## src/design/otis_pkg.sv

```systemverilog
// ============================================================================
// otis_pkg
// Shared types and constants for the ordered table unit: command codes,
// status codes, beat payloads and the command that is broadcast to the cells.
// ============================================================================
package otis_pkg;

   localparam int DEPTH_DEFAULT = 128;

   // Width that holds any cell index, count or position up to the largest table.
   localparam int IDX_CMP_W = 14;

   typedef enum logic [1:0] {
      OP_INSERT = 2'd0,
      OP_DELETE = 2'd1,
      OP_SEARCH = 2'd2
   } op_type;

   typedef enum logic [2:0] {
      ST_OK       = 3'd0,
      ST_FULL     = 3'd1,
      ST_BADPOS   = 3'd2,
      ST_EMPTY    = 3'd3,
      ST_NOTFOUND = 3'd4
   } status_type;

   typedef struct packed {
      op_type             op;
      logic signed [31:0] value;
      logic [7:0]         position;
   } req_type;

   typedef struct packed {
      status_type status;
      logic [6:0] found_index;
      logic [7:0] count;
   } rsp_type;

   typedef struct packed {
      logic                 insert_en;
      logic                 delete_en;
      logic                 search_en;
      logic [IDX_CMP_W-1:0] ptr;
      logic [IDX_CMP_W-1:0] used;
      logic signed [31:0]   value;
   } cell_cmd_type;

endpackage

```

## src/design/otis_encoder.sv

```systemverilog
// ============================================================================
// otis_encoder
// Finds the lowest cell that reported a match and encodes its index.
// ============================================================================
module otis_encoder #(
   parameter int DEPTH = otis_pkg::DEPTH_DEFAULT
) (
   input  logic [DEPTH-1:0]         match_vec,
   output logic                     found,
   output logic [$clog2(DEPTH)-1:0] index
);

   localparam int IW = $clog2(DEPTH);

   logic [DEPTH-1:0] onehot;

   // Isolate the lowest set bit with one wide add.
   assign onehot = match_vec & (~match_vec + DEPTH'(1));
   assign found  = |match_vec;

   always_comb begin
      index = '0;
      for (int b = 0; b < IW; b++) begin
         for (int i = 0; i < DEPTH; i++) begin
            if (((i >> b) & 1) == 1) begin
               index[b] = index[b] | onehot[i];
            end
         end
      end
   end

endmodule

```

## config.mk

```make
export PLATFORM = sky130hd
export DESIGN_NAME = otis_encoder
export DESIGN_NICKNAME = d
export VERILOG_FILES = /design/src/design/otis_pkg.sv /design/src/design/otis_encoder.sv
export SDC_FILE = /design/constraint.sdc
export NUM_CORES = 1
export LEC_CHECK = 0
export ABC_AREA = 1
export BUFFER_PORTS_ARGS = -buffer_cell sky130_fd_sc_hd__buf_2
export CORE_MARGIN = 2
export CORE_UTILIZATION = 57
export DETAILED_ROUTE_END_ITERATION = 10
export PLACE_DENSITY = 0.85
export REMOVE_ABC_BUFFERS = 1
export SYNTH_ARGS = -nofsm -noshare
export SYNTH_HDL_FRONTEND = slang
export SYNTH_SLANG_ARGS = --single-unit
```

## constraint.sdc

```tcl
create_clock -name vclk -period 2.47
set_input_delay 0.494 -clock vclk [all_inputs]
set_output_delay 0.494 -clock vclk [all_outputs]
set_load 0.02 [all_outputs]
```

==> results of run 1 <==
## logic make-up after synthesis
family                 Yosys count  synth area share, %
buffers and inverters          145                 10.4
AND/OR/NAND/NOR               1084                 87.5
AO/OA/AOI/OAI                   22                 2.07
## metal layers
layer  GRT overflow  GRT usage [%]
met4            196            117
met2            732            137
met3              9           66.7
met5              1           15.9
met1             17           87.6
## metrics by stage
step,setup WS [ns],hold slack (ns)
2_1_floorplan,0.0673,1.20
3_3_place_gp,-0.501,1.35
4_1_cts,-0.223,1.35
3_5_place_dp,-0.534,1.35
## what timing repair did
item,CTS
buffers inserted,14
gates resized for setup,320
endpoints found under the setup margin,8
cloned,3
pin swaps,90
## synth_stat cells
| cell type | count |
|---|---|
| inv_1 | 127 |
| nor3b_1 | 4 |
| nor2_2 | 28 |
| nor3_2 | 1 |
| nor3_1 | 26 |
| nand3_1 | 117 |
| a21oi_1 | 5 |
| buf_4 | 2 |
| and3_1 | 2 |
| nor2b_1 | 1 |
| o21ai_1 | 8 |
| nand3_2 | 3 |
| nor2_1 | 437 |
| nand3b_1 | 7 |
| and2_1 | 1 |
| o21ai_0 | 9 |
| nand4_1 | 50 |
| nor2_4 | 9 |
| or2_2 | 1 |
| nor2_8 | 2 |
| nand2_4 | 2 |
| inv_2 | 14 |
| nand2_1 | 388 |
| nand2_2 | 5 |
| clkinv_1 | 2 |
==> impl_metrics.ini, run 1 <==
[floorplan]
io_pins = 136
floorplan.die.height_um = 101
die_w_um = 101
std_cell_rows = 35
starting_density_of_the_core_pct = 58.0

[global_route]
globalRouteOverflowTotal = 955
gr-usage-all-layers_pct = 99.0
grt_pass1_vias = 14800
grt_first_pass_wirelength_um = 78400
grt_start_max_net_pins = 9

[placement]
gp_routability_congestion = 1.28
placed_cells = 1716
port_buffers = 136
detailed_place.area_mm2 = 0.00777
dp_hpwl_um = 25600

[cts]
hold_buffers = 0

[yosys]
avgSynthCellArea_um2 = 4.25
sequential_share_of_the_synthesized_area_pct = 0
yosys_warnings = 0
post-synth-top-area-fraction_pct = 30.9
netlist-cell-type-count = 25
synth.cell_area_mm2 = 0.00531
synth_top_cell_by_area = nor2_1
post_synth_main_area_contributors = nor2_1 (31%), nand2_1 (27%), nand3_1 (11%)
postSynthCellCount = 1251

[run_status]
error_message = [ERROR GRT-0116] Global routing finished with congestion. Check the congestion regions in the DRC Viewer.
haltStage = global routing
outcome = did not finish
==> run 2, diff against run 1 <==
--- a/config.mk
+++ b/config.mk
@@ -8,9 +8,9 @@
 export ABC_AREA = 1
 export BUFFER_PORTS_ARGS = -buffer_cell sky130_fd_sc_hd__buf_2
 export CORE_MARGIN = 2
-export CORE_UTILIZATION = 57
+export CORE_UTILIZATION = 40
 export DETAILED_ROUTE_END_ITERATION = 10
-export PLACE_DENSITY = 0.85
+export PLACE_DENSITY_LB_ADDON = 0.15
 export REMOVE_ABC_BUFFERS = 1
 export SYNTH_ARGS = -nofsm -noshare
 export SYNTH_HDL_FRONTEND = slang
==> run 2 against run 1 <==
Effect of this change: the flow now finishes, with violations (DRC, setup timing); area after synthesis is the same; synthesized cell count is the same.
==> impl_metrics.ini, run 2 <==
[yosys]
yosys_warnings = 0
synthMostInstantiatedCell = nor2_1
post_synth_main_area_contributors = nor2_1 (31%), nand2_1 (27%), nand3_1 (11%)
netlist-cell-type-count = 25
synth_top_cell_by_area = nor2_1
synth.top_cells.by_count = nor2_1 (437), nand2_1 (388), inv_1 (127)
avgSynthCellArea_um2 = 4.25
synth.cell_area_mm2 = 0.00531
postSynthCellCount = 1251
sequential_share_of_the_synthesized_area_pct = 0
post-synth-top-area-fraction_pct = 30.9

[power_and_ir_drop]
worst_vdd_rail_ir_drop_mv = 0.0938
cellPowerDensity_mw_per_mm2 = 77.2
total_power_uw = 771
p_leak_uw = 0.00498

[detailed_routing]
dr.first_iter.drc_count = 2002
drt_drc_violations_left = 26
firstDrtPassIters = 11
postRouteAntennaNets = 0
wirelength_um = 41600
detail_route.vias_per_cell = 6.08
detail_route.wl_per_cell_um = 22.1
vias = 11400

[setup_path]
critPathCaptureType = primary output
criticalPathCategory = in -> out
crit_path_start_kind = input pin
cp.required_ns = 1.98
crit_chain = buf_2 -> buf_4 -> inv_2 -> nand2_1 -> nor2_4 -> buf_4 -> nand3_1 -> nand2_1 -> nor2_1 -> nand4_1 -> nor2_1 -> nand2_1 -> nor2_1 -> nand3_2 -> buf_6
path_max_fanout = 4
critPathMaxStageDelay_ns = 0.39
slowest_stage = nand4_1
cp.arrival_ns = 2.72

[min_path]
whs_path_depth = 4
worstHoldPathType = in -> out
worst_hold_startpoint = match_vec[126]
hold_path_end = found

[sta]
setup_viol_count_final = 8
number_of_pins_with_negative_max_slew_slack_in_the_final_report = 0
report.final.hold_viol_count = 0
setup-tns-final_ns = -4.75
worstMarginPinSlew_ns = 0.444
final_period_minus_worst_setup_slack_ns = 3.22
setup_repair_after_global_routing_missed_its_margin = yes
finalWorstSetupSlack_ns = -0.747
slew_headroom_pct = 70.3
achievable-frequency_ghz = 0.311
period_share_pct = 130

[floorplan]
die_w_um = 119
design.die.area_mm2 = 0.0142
io_pins = 136
area_of_the_placeable_core_mm2 = 0.0131
starting_density_of_the_core_pct = 40.6
std_cell_rows = 42
floorplan.die.height_um = 119

[layout]
final_common_cell = nand2_1
layout.filler_cells = 1043
num-nets-final = 1837
syn2layout_area_growth_pct = 88.1
layout_common_cells = nand2_1 (319), buf_4 (308), nor2_1 (268)
clock_buffers = 0
flops_and_latches = 0
post_route_design_area_mm2 = 0.00999
multi_input_comb_area_mm2 = 0.00593
regArea_um2 = 0
antenna_cells = 0
final_layout_size_suffix_gt1_share_pct = 46.2

[run_status]
failed_checks = DRC, setup timing
outcome = finished, violations left

[job]
cap_violations = 0

[global_route]
grt_pass1_vias = 10400
globalRouteOverflowTotal = 0
gr-usage-all-layers_pct = 49.1
grt_start_max_net_pins = 8
grt_antenna_before_repair = 2
grt_first_pass_wirelength_um = 53900

[placement]
place_worst_setup_slack_ns = -0.534
port_buffers = 136
gp_routability_congestion = 1.13
dp_hpwl_um = 28800
detailed_place.area_mm2 = 0.00841
## run 2: repair_timing
action,CTS,global route
hold buffers,0,0
cloned,2,0
endpoints found under the setup margin,8,8
gates resized for setup,256,145
pin swaps,78,62
buffers inserted,19,8
## run 2: how the worst max path moves through the flow
stage / start / to / slack [ns] / cells past startpoint
after CTS: match_vec[2] / index[2] / -0.28 / 18
final: match_vec[4] / index[1] / -0.75 / 15
after global routing: match_vec[10] / index[1] / -0.86 / 14
after floorplan: match_vec[16] / index[4] / 0.07 / 13
after global placement: match_vec[67] / index[6] / -0.56 / 15
after detailed placement: match_vec[8] / index[3] / -0.53 / 15
## run 2: worst max-delay path: cells and delay by family
family | cells | cell delay [ns]
simple gates | 10 | 1.61
buf+inv | 5 | 0.61
## run 2: final cells by class
class | count | share of cell area (%)
Inverter | 143 | 5.41
Multi-Input combinational cell | 1107 | 59.4
Timing Repair Buffer | 457 | 33.0
Tap cell | 176 | 2.20
## run 2: power by group
| part | switching, µW | internal (µW) |
|---|---|---|
| clock | 0 | 0 |
| sequential | 0 | 0 |
| combinational | 462 | 309 |
## run 2: kinds of logic after synthesis
| family | synth area share (%) |
|---|---|
| and+or+nand+nor | 87.5 |
| buffers and inverters | 10.4 |
| AOI/OAI and AO/OA | 2.07 |
## run 2: through the flow
step | util (%) | hold WS (ns) | std cells
after floorplan | - | 1.20 | 1249
after CTS | 72.0 | 1.37 | 1875
final | 76.4 | 1.35 | 1883
after global placement | 64.3 | 1.35 | 1854
after global routing | 76.4 | 1.39 | 1883
after detailed placement | 64.3 | 1.37 | 1854
## run 2: layer usage
metal | track usage, % | vias to the layer above | wire, µm
li1 | - | 4862 | -
met1 | 54.7 | 4869 | 13300
met2 | 80.1 | 1202 | 16500
met3 | 9.20 | 509 | 6300
met4 | 42.3 | 0 | 5560
met5 | 0 | - | 0
No activity file was read; power rests on OpenSTA's default activity.
==> run 3, diff against run 2 <==
--- a/config.mk
+++ b/config.mk
@@ -12,6 +12,7 @@
 export DETAILED_ROUTE_END_ITERATION = 10
 export PLACE_DENSITY_LB_ADDON = 0.15
 export REMOVE_ABC_BUFFERS = 1
+export SETUP_SLACK_MARGIN = 0.2
 export SYNTH_ARGS = -nofsm -noshare
 export SYNTH_HDL_FRONTEND = slang
 export SYNTH_SLANG_ARGS = --single-unit
==> run 3 against run 2 <==
Effect of this change: the run still ends with DRC, setup timing left; sequential share of layout area stayed put; critical path depth is the same; combinational power is essentially flat; cell area is the same; clock-buffer cell count unchanged; non-clock buffer count unchanged; first-iteration DRC count stayed put; power unchanged; die area unchanged.
==> impl_metrics.ini, run 3 (synthesis gave the netlist of run 2 again) <==
[setup_path]
cp.required_ns = 1.98
crit_path_start_kind = input pin
criticalPathCategory = in -> out
critPathCaptureType = primary output
cp.arrival_ns = 2.72
path_max_fanout = 4

[layout]
postLayoutCoreUtil_pct = 76.4
final_cell_count_no_fill = 1883
final_layout_size_suffix_gt1_share_pct = 46.2
layout.filler_cells = 1043
syn2layout_area_growth_pct = 88.1
regArea_um2 = 0
multi_input_comb_area_mm2 = 0.00593
antenna_cells = 0
clock_buffers = 0
num-nets-final = 1837
final_common_cell = nand2_1
flops_and_latches = 0
layout_common_cells = nand2_1 (319), buf_4 (308), nor2_1 (268)

[power_and_ir_drop]
power_frac_comb_pct = 100.0
cellPowerDensity_mw_per_mm2 = 77.2
p_leak_uw = 0.00498
switching_share_pct = 60.0
worst_vdd_rail_ir_drop_mv = 0.0938
p_seq_share_pct = 0
p_switching_uw = 462
p_int_uw = 309
clock_power_share_pct = 0

[detailed_routing]
detail_route.vias_per_cell = 6.08
wirelength_um = 41600
drt_drc_violations_left = 26
vias = 11400
detail_route.wl_per_cell_um = 22.1
dr.first_iter.drc_count = 2002
postRouteAntennaNets = 0
firstDrtPassIters = 11

[sta]
setup-tns-final_ns = -4.75
setup_viol_count_final = 8
number_of_pins_with_negative_max_slew_slack_in_the_final_report = 0
final_period_minus_worst_setup_slack_ns = 3.22
period_share_pct = 130
worstMarginPinSlew_ns = 0.444
achievable-frequency_ghz = 0.311
report.final.hold_viol_count = 0
setup_repair_after_global_routing_missed_its_margin = yes
slew_headroom_pct = 70.3
finalWorstSetupSlack_ns = -0.747

[run_status]
failed_checks = DRC, setup timing
outcome = finished, violations left

[global_route]
grt_first_pass_wirelength_um = 53900
grt_pass1_vias = 10400
globalRouteOverflowTotal = 0
gr-usage-all-layers_pct = 49.1
grt_start_max_net_pins = 8
grt_antenna_before_repair = 2

[floorplan]
area_of_the_placeable_core_mm2 = 0.0131
io_pins = 136
std_cell_rows = 42
design.die.area_mm2 = 0.0142
die_w_um = 119
starting_density_of_the_core_pct = 40.6
floorplan.die.height_um = 119

[placement]
port_buffers = 136
gp_routability_congestion = 1.13
dp_hpwl_um = 28800
placed_cells = 1854
place_worst_setup_slack_ns = -0.534

[cts]
hold_buffers = 0

[job]
cap_violations = 0

[min_path]
worstHoldPathType = in -> out
## run 3: critical path, stage by stage
cell and delay (ns):
buf_2 0.12, buf_4 0.14, inv_2 0.04, nand2_1 0.12
nor2_4 0.07, buf_4 0.15, nand3_1 0.13, nand2_1 0.11
nor2_1 0.20, nand4_1 0.39, nor2_1 0.26, nand2_1 0.09
nor2_1 0.12, nand3_2 0.12, buf_6 0.16
## run 3: final timing paths
kind / start / end / slack [ns] / depth (start not counted)
max: match_vec[4] / index[1] / -0.75 / 15
min: match_vec[126] / found / 1.35 / 4
## run 3: area by class of cell
type	instances	area share (%)
well taps	176	2.20
repair buffers	457	33.0
multi-input cells	1107	59.4
inverters	143	5.41
## run 3: routing by layer
metal | track usage [%] | up-vias | wire [µm]
met5 | 0 | - | 0
met4 | 42.3 | 0 | 5560
met3 | 9.20 | 509 | 6300
met2 | 80.1 | 1202 | 16500
met1 | 54.7 | 4869 | 13300
li1 | - | 4862 | -
## run 3: stage by stage
step	hold WS (ns)	area [µm²]	power, µW
CTS	1.37	9430	643
detailed placement	1.37	8410	579
global placement	1.35	8410	577
global route	1.39	9990	786
finish	1.35	9990	771
floorplan	1.20	5300	152
## run 3: what timing repair did
action | CTS | global route
resized for setup | 256 | 145
endpoints found under the setup margin | 8 | 8
pin swaps | 78 | 62
setup buffers | 19 | 8
gates cloned | 2 | 0
## run 3: power groups by stage
stage / clock network [µW] / registers (µW) / logic, µW
final: 0 / 0 / 771
after global routing: 0 / 0 / 786
after CTS: 0 / 0 / 643
after detailed placement: 0 / 0 / 579
after global placement: 0 / 0 / 577
after floorplan: 0 / 0 / 152
==> run 4, diff against run 3 <==
==> constraint.sdc (replaced) <==
create_clock -name vclk -period 3.1
set_input_delay 0.62 -clock vclk [all_inputs]
set_output_delay 0.62 -clock vclk [all_outputs]
set_load 0.02 [all_outputs]
==> run 4 against run 3 <==
Effect of this change: utilization down 6.6 points; the run now ends clean; hold slack better by 0.24 ns; non-clock buffer count down 138; sequential share of layout area unchanged; routed wire length down 20%; power down 34%; largest cell class unchanged; combinational power down 34%; die area unchanged; first-iteration DRC count down 51%.
==> impl_metrics.ini, run 4 (synthesis gave the netlist of run 2 again) <==
[run_status]
outcome = complete, no violations

[sta]
hold_slack_ns = 1.60
finalWorstSetupSlack_ns = 0.0178
slew_headroom_pct = 72.3
number_of_pins_with_negative_max_slew_slack_in_the_final_report = 0
period_share_pct = 99.4
worstMarginPinSlew_ns = 0.414
report.final.hold_viol_count = 0
setup_viol_count_final = 0
final_period_minus_worst_setup_slack_ns = 3.08
achievable-frequency_ghz = 0.324
setup_repair_after_global_routing_missed_its_margin = yes

[setup_path]
cp.arrival_ns = 2.46
worst_setup_path_startpoint = match_vec[28]
criticalPathCategory = in -> out
critPathCaptureType = primary output
path_max_fanout = 3
crit_path_start_kind = input pin
cp.required_ns = 2.48

[layout]
antenna_cells = 0
layout.filler_cells = 1252
final_cell_count_no_fill = 1745
regArea_um2 = 0
layout_common_cells = nand2_1 (311), nor2_1 (248), buf_4 (179)
final_common_cell = nand2_1
num-nets-final = 1699
flops_and_latches = 0
syn2layout_area_growth_pct = 71.8
clock_buffers = 0
final_layout_size_suffix_gt1_share_pct = 43.5

[global_route]
gr-usage-all-layers_pct = 43.8
grt_antenna_before_repair = 0
grt_start_max_net_pins = 9
grt_pass1_vias = 9118
grt_first_pass_wirelength_um = 47900
globalRouteOverflowTotal = 0

[placement]
dp_hpwl_um = 27600
place_worst_setup_slack_ns = -0.233
port_buffers = 136
placed_cells = 1717
gp_routability_congestion = 1.10

[job]
cap_violations = 0

[floorplan]
design.die.area_mm2 = 0.0142
area_of_the_placeable_core_mm2 = 0.0131
die_w_um = 119
starting_density_of_the_core_pct = 40.6
std_cell_rows = 42
floorplan.die.height_um = 119
io_pins = 136

[detailed_routing]
detail_route.wl_per_cell_um = 19.1
dr.first_iter.drc_count = 990
detail_route.vias_per_cell = 5.63
drt_drc_violations_left = 0
firstDrtPassIters = 6
postRouteAntennaNets = 0
wirelength_um = 33300
vias = 9825

[power_and_ir_drop]
p_leak_uw = 0.00432
cellPowerDensity_mw_per_mm2 = 55.8
worst_vdd_rail_ir_drop_mv = 0.0639

[min_path]
worst_hold_startpoint = match_vec[126]
worstHoldPathType = in -> out

[cts]
hold_buffers = 0
[run 4: cell count changes in the layout (fill, tap and decap cells not counted), moves of 5 or more]
cell     change
buf_2       -13
buf_6        +5
nor2_1      -20
buf_4      -129
nand2_1      -8
nor2_4      +12
nand2_2      +9
nor2_2       +8
[run 4: where the power goes]
group / internal [µW] / switching (µW) / total [µW]
sequential: 0 / 0 / 0
combinational: 194 / 315 / 509
clock: 0 / 0 / 0
total: 194 / 315 / 509
[run 4: worst paths after layout]
kind / endpoint / depth (start not counted)
worst min-delay path: found / 4
worst max-delay path: index[2] / 17
[run 4: per-layer routing]
metal	vias to the layer above	global-route usage, %	part of all wire (%)
met5	-	0	0
met4	0	32.5	9.6
met3	194	4.98	10
met2	725	73.0	45
met1	4331	51.6	36
li1	4575	-	-
[run 4: metrics by stage]
stage | cell area (µm²) | TNS, ns | utilization, % | total power, µW
after global routing | 9130 | -0.286 | 69.8 | 530
after global placement | 7370 | -1.21 | 56.3 | 386
after floorplan | 5300 | 0 | - | 121
after CTS | 8190 | 0 | 62.6 | 422
after detailed placement | 7370 | -1.24 | 56.3 | 384
final | 9130 | 0 | 69.8 | 509
[run 4: repair_timing]
| action | 4_1_cts | 5_1_grt |
|---|---|---|
| endpoints found under the setup margin | 8 | 8 |
| gates resized for setup | 214 | 259 |
| pin swaps | 68 | 101 |
| setup buffers | 14 | 13 |
| gates cloned | 1 | 0 |
[run 4: final cells by class]
class	count	area [µm²]	area share, %
multi-input combinational	1107	6100	66.9
inverter	143	542	5.94
timing repair buffer	319	2260	24.8
tap	176	220	2.41
[run 4: worst max-delay path, stage by stage]
cell and delay, ns:
buf_4 0.14, nor2_4 0.11, nand2_2 0.09, nor2_4 0.12, buf_6 0.12, nand2_4 0.05
buf_4 0.13, buf_4 0.12, buf_4 0.12, nor2_2 0.08, nand3_1 0.08, nand4_1 0.18
nor2_1 0.06, nand2_1 0.12, nor2_1 0.06, nand3_1 0.11, buf_6 0.13
