$ cat src/design/otis_pkg.sv
// ============================================================================
// otis_pkg
// Shared types and constants for the ordered table unit: command codes,
// status codes, beat payloads and the command that is broadcast to the cells.
// ============================================================================
package otis_pkg;

   localparam int DEPTH_DEFAULT = 128;

   // Width that holds any cell index, count or position up to the largest table.
   localparam int IDX_CMP_W = 14;

   typedef enum logic [1:0] {
      OP_INSERT = 2'd0,
      OP_DELETE = 2'd1,
      OP_SEARCH = 2'd2
   } op_type;

   typedef enum logic [2:0] {
      ST_OK       = 3'd0,
      ST_FULL     = 3'd1,
      ST_BADPOS   = 3'd2,
      ST_EMPTY    = 3'd3,
      ST_NOTFOUND = 3'd4
   } status_type;

   typedef struct packed {
      op_type             op;
      logic signed [31:0] value;
      logic [7:0]         position;
   } req_type;

   typedef struct packed {
      status_type status;
      logic [6:0] found_index;
      logic [7:0] count;
   } rsp_type;

   typedef struct packed {
      logic                 insert_en;
      logic                 delete_en;
      logic                 search_en;
      logic [IDX_CMP_W-1:0] ptr;
      logic [IDX_CMP_W-1:0] used;
      logic signed [31:0]   value;
   } cell_cmd_type;

endpackage

$ cat src/design/otis_cell.sv
// ============================================================================
// otis_cell
// One table slot. Shifts its entry to or from a neighbor on insert and
// delete, loads the new value at the insert point and compares on search.
// ============================================================================
module otis_cell #(
   parameter int INDEX = 0
) (
   input  logic                      clock,
   input  otis_pkg::cell_cmd_type    cmd,
   input  logic signed [31:0]        left_entry,
   input  logic signed [31:0]        right_entry,
   output logic signed [31:0]        entry,
   output logic                      match
);

   localparam logic [otis_pkg::IDX_CMP_W-1:0] MY_IDX = otis_pkg::IDX_CMP_W'(INDEX);

   logic signed [31:0] entry_ff;
   logic signed [31:0] entry_in;
   logic               match_ff;
   logic               match_in;

   always_comb begin
      entry_in = entry_ff;
      if (cmd.insert_en) begin
         if (MY_IDX > cmd.ptr) begin
            entry_in = left_entry;
         end else if (MY_IDX == cmd.ptr) begin
            entry_in = cmd.value;
         end
      end else if (cmd.delete_en) begin
         if (MY_IDX >= cmd.ptr) begin
            entry_in = right_entry;
         end
      end
   end

   assign match_in = cmd.search_en && (MY_IDX < cmd.used) && (entry_ff == cmd.value);

   always_ff @(posedge clock) begin
      entry_ff <= entry_in;
      if (cmd.insert_en || cmd.delete_en || cmd.search_en) begin
         match_ff <= match_in;
      end
   end

   assign entry = entry_ff;
   assign match = match_ff;

endmodule

$ cat config.mk
export PLATFORM = sky130hd
export DESIGN_NAME = otis_cell
export DESIGN_NICKNAME = d
export VERILOG_FILES = /design/src/design/otis_pkg.sv /design/src/design/otis_cell.sv
export SDC_FILE = /design/constraint.sdc
export NUM_CORES = 1
export LEC_CHECK = 0
export BUFFER_PORTS_ARGS = -buffer_cell sky130_fd_sc_hd__clkbuf_2
export CORE_MARGIN = 5
export CORE_UTILIZATION = 25
export CTS_CLUSTER_DIAMETER = 100
export DETAILED_ROUTE_END_ITERATION = 8
export PLACE_DENSITY_LB_ADDON = 0.1
export SLEW_MARGIN = 5
export SYNTH_ARGS = -nofsm -noshare
export SYNTH_HDL_FRONTEND = slang
export SYNTH_SLANG_ARGS = --single-unit
$ cat constraint.sdc
create_clock -name clock -period 2.15 [get_ports clock]
set_clock_uncertainty 0.2 [all_clocks]
set_input_delay 0.3225 -clock clock [delete_from_list [all_inputs] [get_ports clock]]
set_output_delay 0.3225 -clock clock [all_outputs]
set_load 0.01 [all_outputs]
# Yosys cells after proc, flatten, opt, wreduce, memory -nomap -nowiden
# Cells that the tools add are included.
[word_totals]
reg_bits = 33
in_bits = 128
output_inout_bits = 33
elab_cells = 20
[classes]
eq_ne = 2
n_mux = 5
order_cmp = 3
n_reduce_logical = 8
[ops]
columns = ["cell", "count"]
rows = [
  ["$mux W32", 5],
  ["$eq A32 B32 Y1", 1],
  ["$ge A1 B14 Y1 const A", 1],
  ["$gt A1 B14 Y1 const A", 1],
  ["$logic_not A14 Y1", 1],
  ["$lt A1 B14 Y1 const A", 1],
  ["$reduce_bool A2 Y1", 2],
  ["$ne A3 B1 Y1 const B", 1],
  ["$reduce_and A3 Y1", 1],
  ["$logic_and A1 B1 Y1", 2],
  ["$logic_or A1 B1 Y1", 2],
]

# Depth between registers and ports, before layout
# Gate-level depths: netlist (run 1).
[depth]
word_depth = 4
depth_mapped = 4
mapped_depth_nobuf = 4

# Worst setup path after synthesis (run 1)
# No wires, ideal clock.
[synth_path]
path_kind = "input -> register"
start = "input port cmd[62] (netlist bit)"
end = "register entry_ff[0], in the netlist entry[0] (enable)"
cell_stages = 4
required_time_ns = 1.559
setup_slack_ns = -0.008
arrival_time_ns = 1.567
setup_time_ns = 0.391
path_buffers = 1
path_cell_list = "clkbuf_1 > nor2_1 > nor3_1 > and4_1"
[synth_via]
elab_chain_cells = 2
word_cells_on_any_way = 4
cone_classes = "1 x eq/ne; 3 x reduce/logical"
[synth_rtl]
columns = ["item", "line_no", "rtl"]
rows = [
  ["start, declared", "otis_cell.sv:10", "input otis_pkg::cell_cmd_type cmd,"],
  ["$ne A3 B1 Y1 (no line) or $reduce_bool A2 Y1 (tied branches)", "--", ""],
  ["$reduce_and A3 Y1 (no line) *", "--", ""],
  ["end signal, assigned", "otis_cell.sv:42", "entry_ff <= entry_in;"],
  ["end, declared", "otis_cell.sv:19", "logic signed [31:0] entry_ff;"],
]
# Every way passes the cells marked *; elsewhere a longest branch is shown, timed or not.
# A chain may end at the register's enable or synchronous reset.

# Worst setup path in the final report (run 1)
[layout_path]
start = "register entry_ff[14], in the netlist entry[14]"
end = "register match_ff, in the netlist match (data pin)"
[layout_via]
elab_chain_cells = 2
[layout_rtl]
columns = ["item", "line_no", "rtl"]
rows = [
  ["$eq A32 B32 Y1", "otis_cell.sv:39", "assign match_in = cmd.search_en && (MY_IDX < cmd.used) && (entry_ff == cmd.value);"],
  ["$logic_and A1 B1 Y1", "otis_cell.sv:39", ""],
  ["named net match_in", "otis_cell.sv:22", "logic match_in;"],
  ["end signal, assigned", "otis_cell.sv:44", "match_ff <= match_in;"],
  ["end, declared", "otis_cell.sv:21", "logic match_ff;"],
]
# The timed path passes the listed nets, and every way through them passes these cells.

==> results.sh, run 1 <==
export IMPL_antenna_left=0
export IMPL_finalMaxSlewViolations=0
export IMPL_synth_compound_area_share_pct=0
export IMPL_yosys_area_top_type="edfxtp_1"
export IMPL_post_drt_wl_per_cell_um=14.0
export IMPL_drc_errors=0
export IMPL_finalSetupViolations=0
export IMPL_max_cap_viol_count=0
export IMPL_max_slew_worst_pin_slew_ns=0.309
export IMPL_ys_ff_latch=33
export IMPL_cp_max_fo=2
export IMPL_start_util_pct=25.4
export IMPL_diodes=0
export IMPL_yosysUniqueCellTypes=14
export IMPL_ys_warn_count=0
export IMPL_grt_util_met3_pct=3.79
export IMPL_yosysMostFrequentCell="edfxtp_1"
export IMPL_grt_pass1_vias=1554
export IMPL_die_w_um=95.4
export IMPL_timing_final_crit_share_pct=79.8
export IMPL_r2r_slack_ns=0.44
export IMPL_required_ns=2.06
export IMPL_ir_worst_vdd_mv=0.251
export IMPL_startpoint_type="register"
export IMPL_insertion_delay_ns=0.28
export IMPL_overflow=0
export IMPL_post_synth_instance_area_um2=1820
export IMPL_synth_simple_area_share_pct=9.53
export IMPL_ios=161
export IMPL_fp_coreArea_um2=7180
export IMPL_placementRows=31
export IMPL_r2r_cells=4
export IMPL_avgSynthCellArea_um2=14.6
export IMPL_cts_tree="built"
export IMPL_ctsResizeCount=0
export IMPL_synth_cells=125
export IMPL_grt_busiest_layer="met2"
export IMPL_synth_top_family_by_area="multiplexers"
export IMPL_slew_limit_headroom_pct=79.2
export IMPL_arrival_ns=1.63
export IMPL_clockRootBuffer="clkbuf_8"
export IMPL_hold_class="input pin to register"
export IMPL_rsz0062_at_grt="no"
export IMPL_cts_num_sinks=33
export IMPL_drt_iter0_drc=41
export IMPL_synth_net_count=253
export IMPL_design_die_area_um2=9100
export IMPL_use_met2_pct=18.9
export IMPL_synthFlopType="edfxtp_1"
export IMPL_io_buffer_count=128
export IMPL_first_pass_iters=3
export IMPL_grt_antenna_before_repair=0
export IMPL_muxShareOfSynthArea_pct=19.8
export IMPL_post_route_min_period_ns=1.71
export IMPL_path_clk_slew_ns=0.07
export IMPL_cts_buffers=5
export IMPL_grt_use_met1_pct=11.8
export IMPL_hold_slack_ns=0.138
export IMPL_postCtsSetupRepairBufs=0
export IMPL_area_growth_pct=47.1
export IMPL_vias_per_cell=4.18
export IMPL_crit_path_end_kind="register"
export IMPL_p_per_area_nw_per_um2=505
export IMPL_drive_gt1_share_pct=67.2
export IMPL_crit_type="register to register"
export IMPL_max_freq_mhz=583
export IMPL_grt_max_degree=33
export IMPL_hpwl_um=4130
export IMPL_hold_viol=0
export IMPL_htree_levels=2
export IMPL_cts_hold_buf=0
export IMPL_whs_path_depth=2
export IMPL_synth_edf_count=33
export IMPL_seq_area_frac_synth_pct=54.3
export IMPL_vias=1498
export IMPL_gp_congestion=0.685
export IMPL_status="complete, no violations"
export IMPL_synthXorXnorAreaFrac_pct=15.4
export IMPL_fin_setup_tns_ns=0
export IMPL_finalWirelength_um=5020
export IMPL_grt_pass1_wl_um=7330
export IMPL_yosysTopAreaCellShare_pct=54.3
export IMPL_ys_top_cells_by_count="33 x edfxtp_1, 32 x mux2_2, 28 x xor2_1"
export IMPL_yosys_top_cells_area="edfxtp_1 54%, mux2_2 20%, xor2_1 13%"
export IMPL_fin_nets=387
export IMPL_track_usage_pct=10.7
export IMPL_synthAdderAreaFrac_pct=0
export IMPL_synthArstFlopShare_pct=0
export IMPL_power_leakage_nw=1.16
export IMPL_cts_buffer_depth=2
export IMPL_die_h_um=95.4
power breakdown:
group / switching [mW] / internal, mW
combinational: 0.0746 / 0.124
clock: 0.224 / 0.218
sequential: 0.000168 / 0.713
total: 0.299 / 1.06
per-layer routing:
layer	share of wire, %	wire length [um]
met5	0	0
met3	11	549
met4	1.0	50
met2	50	2530
met1	38	1890
metrics by stage:
step / power (mW) / cell area [um2] / util (%) / instances / setup WS (ns)
2_1_floorplan: 0.818 / 1830 / - / 125 / 0.281
3_3_place_gp: 0.928 / 2610 / 36.3 / 351 / 0.367
3_5_place_dp: 0.930 / 2610 / 36.3 / 351 / 0.364
4_1_cts: 1.38 / 2680 / 37.4 / 358 / 0.371
5_1_grt: 1.43 / 2680 / 37.4 / 358 / 0.298
6_report: 1.35 / 2680 / 37.4 / 358 / 0.435
critical path, stage by stage (launching register included):
cell and delay [ns]:
edfxtp_1 0.41, xor2_1 0.17, nor4_2 0.33, nand4_1 0.17
nor4_2 0.28
cells in the final DEF, fill, tap and decap left out:
cell	n
and4_2	1
buf_12	1
buf_4	2
clkbuf_1	1
clkbuf_2	128
clkbuf_8	5
clkinv_1	1
edfxtp_1	33
mux2_2	32
nand3_1	3
nand4_1	2
nor2_1	2
nor3_1	1
nor4_1	9
nor4_2	5
or3_1	1
xnor2_1	4
xor2_1	28
final cells by class:
type / instances / area [um2]
Clock buffer: 6 / 72.6
Fill cell: 732 / 4490
Tap cell: 99 / 124
Multi-Input combinational cell: 88 / 816
Sequential cell: 33 / 991
Clock inverter: 1 / 3.75
Timing Repair Buffer: 131 / 676
sequential cells by signal (all words and copies together) (netlist names):
name   count
entry     32
match      1
cells by family after synthesis:
family / count (synthesis)
XOR/XNOR: 32
buffers and inverters: 4
flip-flops: 33
multiplexers: 32
AND/OR/NAND/NOR: 24
path summary, 6_finish.rpt:
check,start,endpoint
setup / recovery,entry[14]$_DFFE_PP_,match$_DFFE_PP_
hold / removal,cmd[60],match$_DFFE_PP_
setup reg to reg,entry[14]$_DFFE_PP_,match$_DFFE_PP_
hold reg to reg,entry[0]$_DFFE_PP_,match$_DFFE_PP_
No activity file was read; power rests on OpenSTA's default activity.
==> run 2: changes to the inputs <==
==> constraint.sdc (replaced) <==
create_clock -name clock -period 1.6 [get_ports clock]
set_clock_uncertainty 0.2 [all_clocks]
set_input_delay 0.24 -clock clock [delete_from_list [all_inputs] [get_ports clock]]
set_output_delay 0.24 -clock clock [all_outputs]
set_load 0.01 [all_outputs]
==> results.sh, run 2 (synthesis results as in run 1) <==
export IMPL_cp_startpoint="entry[12]$_DFFE_PP_"
export IMPL_insertion_delay_ns=0.27
export IMPL_crit_path_frequent_cell="nor4_2"
export IMPL_rsz0062_at_grt="yes"
export IMPL_max_cap_viol_count=0
export IMPL_top_layer="met4"
export IMPL_final_common_cell="clkbuf_2"
export IMPL_cts_buffer_depth=2
export IMPL_grt_antenna_before_repair=0
export IMPL_fin_nets=406
export IMPL_ios=161
export IMPL_cts_tree="built"
export IMPL_ir_worst_vdd_mv=0.319
export IMPL_design_die_area_um2=9100
export IMPL_path_clk_slew_ns=0.07
export IMPL_post_route_min_period_ns=1.65
export IMPL_multi_input_area_um2=830
export IMPL_post_drt_wl_per_cell_um=13.2
export IMPL_finalMaxSlewViolations=0
export IMPL_hold_class="input pin to register"
export IMPL_placementRows=31
export IMPL_status="finished, violations left"
export IMPL_fin_ws_ns=-0.0522
export IMPL_area_growth_pct=56.6
export IMPL_cts_num_sinks=33
export IMPL_grt_pass1_wl_um=7270
export IMPL_fin_cells=378
export IMPL_final_area_um2=2860
export IMPL_cp_cell_sequence="xor2_1, nor4_2, nand3_1, nor4_2"
export IMPL_first_pass_iters=3
export IMPL_grt_max_degree=19
export IMPL_nFillCells=736
export IMPL_cp_max_fo=2
export IMPL_max_slew_worst_pin_slew_ns=0.288
export IMPL_worst_path_max_delay_cell="edfxtp_1"
export IMPL_utilization_pct=39.8
export IMPL_drive_gt1_share_pct=70.3
export IMPL_drt_iter0_drc=22
export IMPL_antenna_left=0
export IMPL_vias=1561
export IMPL_p_per_area_nw_per_um2=636
export IMPL_vias_per_cell=4.13
export IMPL_crit_type="register to register"
export IMPL_start_util_pct=25.4
export IMPL_io_buffer_count=128
export IMPL_slew_limit_headroom_pct=80.6
export IMPL_arrival_ns=1.56
export IMPL_placed_area_um2=2760
export IMPL_timing_final_crit_share_pct=103
export IMPL_hold_slack_ns=0.0630
export IMPL_violations="setup timing"
export IMPL_hold_viol=0
export IMPL_grt_pass1_vias=1620
export IMPL_max_freq_mhz=605
export IMPL_htree_levels=2
export IMPL_track_usage_pct=10.5
export IMPL_regArea_um2=991
export IMPL_regToRegStartpoint="entry[12]$_DFFE_PP_"
export IMPL_die_w_um=95.4
export IMPL_cts_buffers=5
export IMPL_dp_cells=369
export IMPL_startpoint_type="register"
export IMPL_crit_path_end_kind="register"
export IMPL_layout_common_cells="128 x clkbuf_2, 33 x edfxtp_1, 32 x mux2_2"
export IMPL_cp_slowest_stage_delay_ns=0.40
export IMPL_hpwl_um=4190
export IMPL_dr_wl_met3_um=487
export IMPL_gp_congestion=0.671
export IMPL_cts_hold_buf=0
export IMPL_overflow=0
export IMPL_wirelength_met1_um=2010
export IMPL_drc_errors=0
export IMPL_power_leakage_nw=1.26
export IMPL_diodes=0
export IMPL_required_ns=1.51
export IMPL_largest_reg_flops=32
export IMPL_wl_met2_um=2470
export IMPL_finalSetupViolations=1
export IMPL_finalWirelength_um=4990
export IMPL_die_h_um=95.4
export IMPL_clockRootBuffer="clkbuf_8"
export IMPL_fp_coreArea_um2=7180
export IMPL_hold_start="cmd[60]"
[run 2: layout make-up]
cell class,instances,area share [%]
flip-flops and latches,33,34.7
repair buffers,150,29.1
multi-input cells,88,29.0
well taps,99,4.34
clock buffers,5,2.41
clock inverters,3,0.438
[run 2: layer usage]
metal | up-vias | GRT usage (%)
met5 | - | 0
li1 | 783 | -
met1 | 704 | 12.1
met3 | 2 | 3.87
met4 | 0 | 2.49
met2 | 72 | 18.3
[run 2: through the flow]
stage / worst slack (ns) / TNS (ns) / total power [mW]
global placement: -0.133 / -1.10 / 1.25
global route: -0.161 / -0.161 / 1.92
detailed placement: -0.149 / -0.663 / 1.25
CTS: -0.103 / -0.103 / 1.87
finish: -0.0522 / -0.0522 / 1.82
floorplan: 0.00587 / 0 / 1.10
[run 2: worst paths after layout]
kind,slack (ns),to,cells after the start
setup / recovery,-0.05,match$_DFFE_PP_,4
hold / removal,0.06,match$_DFFE_PP_,2
setup reg to reg,-0.05,match$_DFFE_PP_,4
hold reg to reg,0.52,match$_DFFE_PP_,3
[run 2: timing repair]
item / in CTS / in global routing
buffers inserted: 1 / 0
gates resized for setup: 1 / 1
pin swaps: 5 / 2
endpoints found under the setup margin: 1 / 1
endpoints found under the hold margin: 0 / 0
[run 2: critical path: cells and delay by family, from the launching register on]
family                    cells  cell delay, ns
xor gates and xnor gates      1            0.17
DFF                           1            0.40
and+or+nand+nor               3            0.72
[run 2: power breakdown]
group | internal [mW] | switching (mW)
sequential | 0.958 | 0.000251
clock | 0.293 | 0.296
combinational | 0.168 | 0.103
total | 1.42 | 0.399
==> run 3: changes to the inputs <==
--- a/config.mk
+++ b/config.mk
@@ -6,6 +6,7 @@
 export NUM_CORES = 1
 export LEC_CHECK = 0
 export BUFFER_PORTS_ARGS = -buffer_cell sky130_fd_sc_hd__clkbuf_2
+export CORE_ASPECT_RATIO = 1.1
 export CORE_MARGIN = 5
 export CORE_UTILIZATION = 25
 export CTS_CLUSTER_DIAMETER = 100
==> results.sh, run 3 (synthesis results as in run 1) <==
export IMPL_overflow=0
export IMPL_reg2reg_to="match$_DFFE_PP_"
export IMPL_hold_viol=0
export IMPL_largest_reg_flops=32
export IMPL_cts_tree="built"
export IMPL_hpwl_um=4220
export IMPL_cts_hold_buf=0
export IMPL_grt_max_degree=34
export IMPL_post_drt_wl_per_cell_um=14.2
export IMPL_cts_num_sinks=33
export IMPL_finalWirelength_um=5110
export IMPL_regArea_um2=991
export IMPL_power_leakage_nw=1.24
export IMPL_layout_common_cells="128 x clkbuf_2, 33 x edfxtp_1, 32 x mux2_2"
export IMPL_io_buffer_count=128
export IMPL_insertion_delay_ns=0.28
export IMPL_p_per_area_nw_per_um2=641
export IMPL_utilization_pct=40.2
export IMPL_regToRegStartpoint="entry[26]$_DFFE_PP_"
export IMPL_cts_buffer_depth=2
export IMPL_hold_class="input pin to register"
export IMPL_r2r_cells=4
export IMPL_grt_antenna_before_repair=0
export IMPL_arrival_ns=1.60
export IMPL_crit_path_end_kind="register"
export IMPL_antenna_left=0
export IMPL_track_usage_pct=11.1
export IMPL_htree_levels=2
export IMPL_nFillCells=704
export IMPL_startpoint_type="register"
export IMPL_final_common_cell="clkbuf_2"
export IMPL_status="finished, violations left"
export IMPL_post_route_min_period_ns=1.69
export IMPL_violations="setup timing"
export IMPL_clockRootBuffer="clkbuf_8"
export IMPL_max_freq_mhz=590
export IMPL_design_die_area_um2=9110
export IMPL_drive_gt1_share_pct=70.1
export IMPL_cp_endpoint="match$_DFFE_PP_"
export IMPL_die_w_um=91.4
export IMPL_path_clk_slew_ns=0.07
export IMPL_cts_buffers=5
export IMPL_fin_setup_tns_ns=-0.0940
export IMPL_first_pass_iters=2
export IMPL_cp_max_fo=2
export IMPL_grt_pass1_wl_um=8070
export IMPL_timing_final_crit_share_pct=106
export IMPL_vias_per_cell=4.33
export IMPL_fin_nets=402
export IMPL_die_h_um=99.6
export IMPL_max_cap_viol_count=0
export IMPL_diodes=0
export IMPL_rsz0062_at_grt="yes"
export IMPL_finalMaxSlewViolations=0
export IMPL_slew_limit_headroom_pct=77.0
export IMPL_max_slew_worst_pin_slew_ns=0.341
export IMPL_ir_worst_vdd_mv=0.292
export IMPL_ios=161
export IMPL_drc_errors=0
export IMPL_required_ns=1.51
export IMPL_grt_pass1_vias=1715
export IMPL_start_util_pct=25.9
export IMPL_crit_type="register to register"
export IMPL_drt_iter0_drc=23
export IMPL_r2r_slack_ns=-0.09
export IMPL_fin_ws_ns=-0.0940
export IMPL_finalSetupViolations=1
export IMPL_placementRows=32
export IMPL_vias=1556
export IMPL_multi_input_area_um2=846
export IMPL_area_growth_pct=55.3
export IMPL_cp_startpoint="entry[26]$_DFFE_PP_"
export IMPL_gp_congestion=0.687
export IMPL_fp_coreArea_um2=7050
-- run 3: routing by layer --
layer / wire length (um) / vias up / track usage (%)
met2: 2760 / 72 / 20.3
met4: 48 / 0 / 3.95
li1: - / 773 / -
met3: 558 / 6 / 4.69
met1: 1740 / 705 / 11.3
met5: 0 / - / 0
-- run 3: worst min path at each step --
stage                     from             endpoint  slack, ns  cells after the start
4_1_cts         right_entry[7]   entry[7]$_DFFE_PP_       0.05                      2
3_5_place_dp   right_entry[16]  entry[16]$_DFFE_PP_       0.35                      2
6_report       right_entry[23]  entry[23]$_DFFE_PP_       0.06                      2
5_1_grt         right_entry[1]   entry[1]$_DFFE_PP_       0.05                      2
3_3_place_gp    right_entry[5]   entry[5]$_DFFE_PP_       0.34                      2
2_1_floorplan          cmd[60]      match$_DFFE_PP_       0.24                      1
-- run 3: layout make-up --
cell class                 count  area share [%]
sequential                    33            35.0
multi-input combinational     88            29.9
timing repair buffer         146            28.7
tap                           85            3.75
clock buffer                   6            2.56
clock inverter                 1           0.133
-- run 3: stage by stage --
stage / power, mW / hold slack, ns / std cells / cell area (um2) / setup slack [ns]
2_1_floorplan: 1.10 / 0.241 / 125 / 1830 / 0.00587
3_3_place_gp: 1.25 / 0.343 / 351 / 2720 / -0.172
3_5_place_dp: 1.25 / 0.345 / 351 / 2720 / -0.183
4_1_cts: 1.86 / 0.0475 / 359 / 2830 / -0.118
5_1_grt: 1.92 / 0.0499 / 359 / 2830 / -0.237
6_report: 1.82 / 0.0619 / 359 / 2830 / -0.0940
-- run 3: timing repair --
| item | CTS | global route |
|---|---|---|
| setup buffers | 1 | 0 |
| gates resized for setup | 3 | 1 |
| pin swaps | 5 | 1 |
| endpoints found under the setup margin | 1 | 1 |
| gates cloned | 0 | 0 |
-- run 3: critical path: stages (launching register included) --
cell,delay [ns]
edfxtp_1,0.41
xor2_1,0.16
nor4_1,0.36
nand3_1,0.15
nor4_2,0.25
-- run 3: power by group --
part / internal (mW) / total [mW] / switching [mW]
registers: 0.958 / 0.958 / 0.000245
clock network: 0.293 / 0.582 / 0.289
logic: 0.170 / 0.277 / 0.106
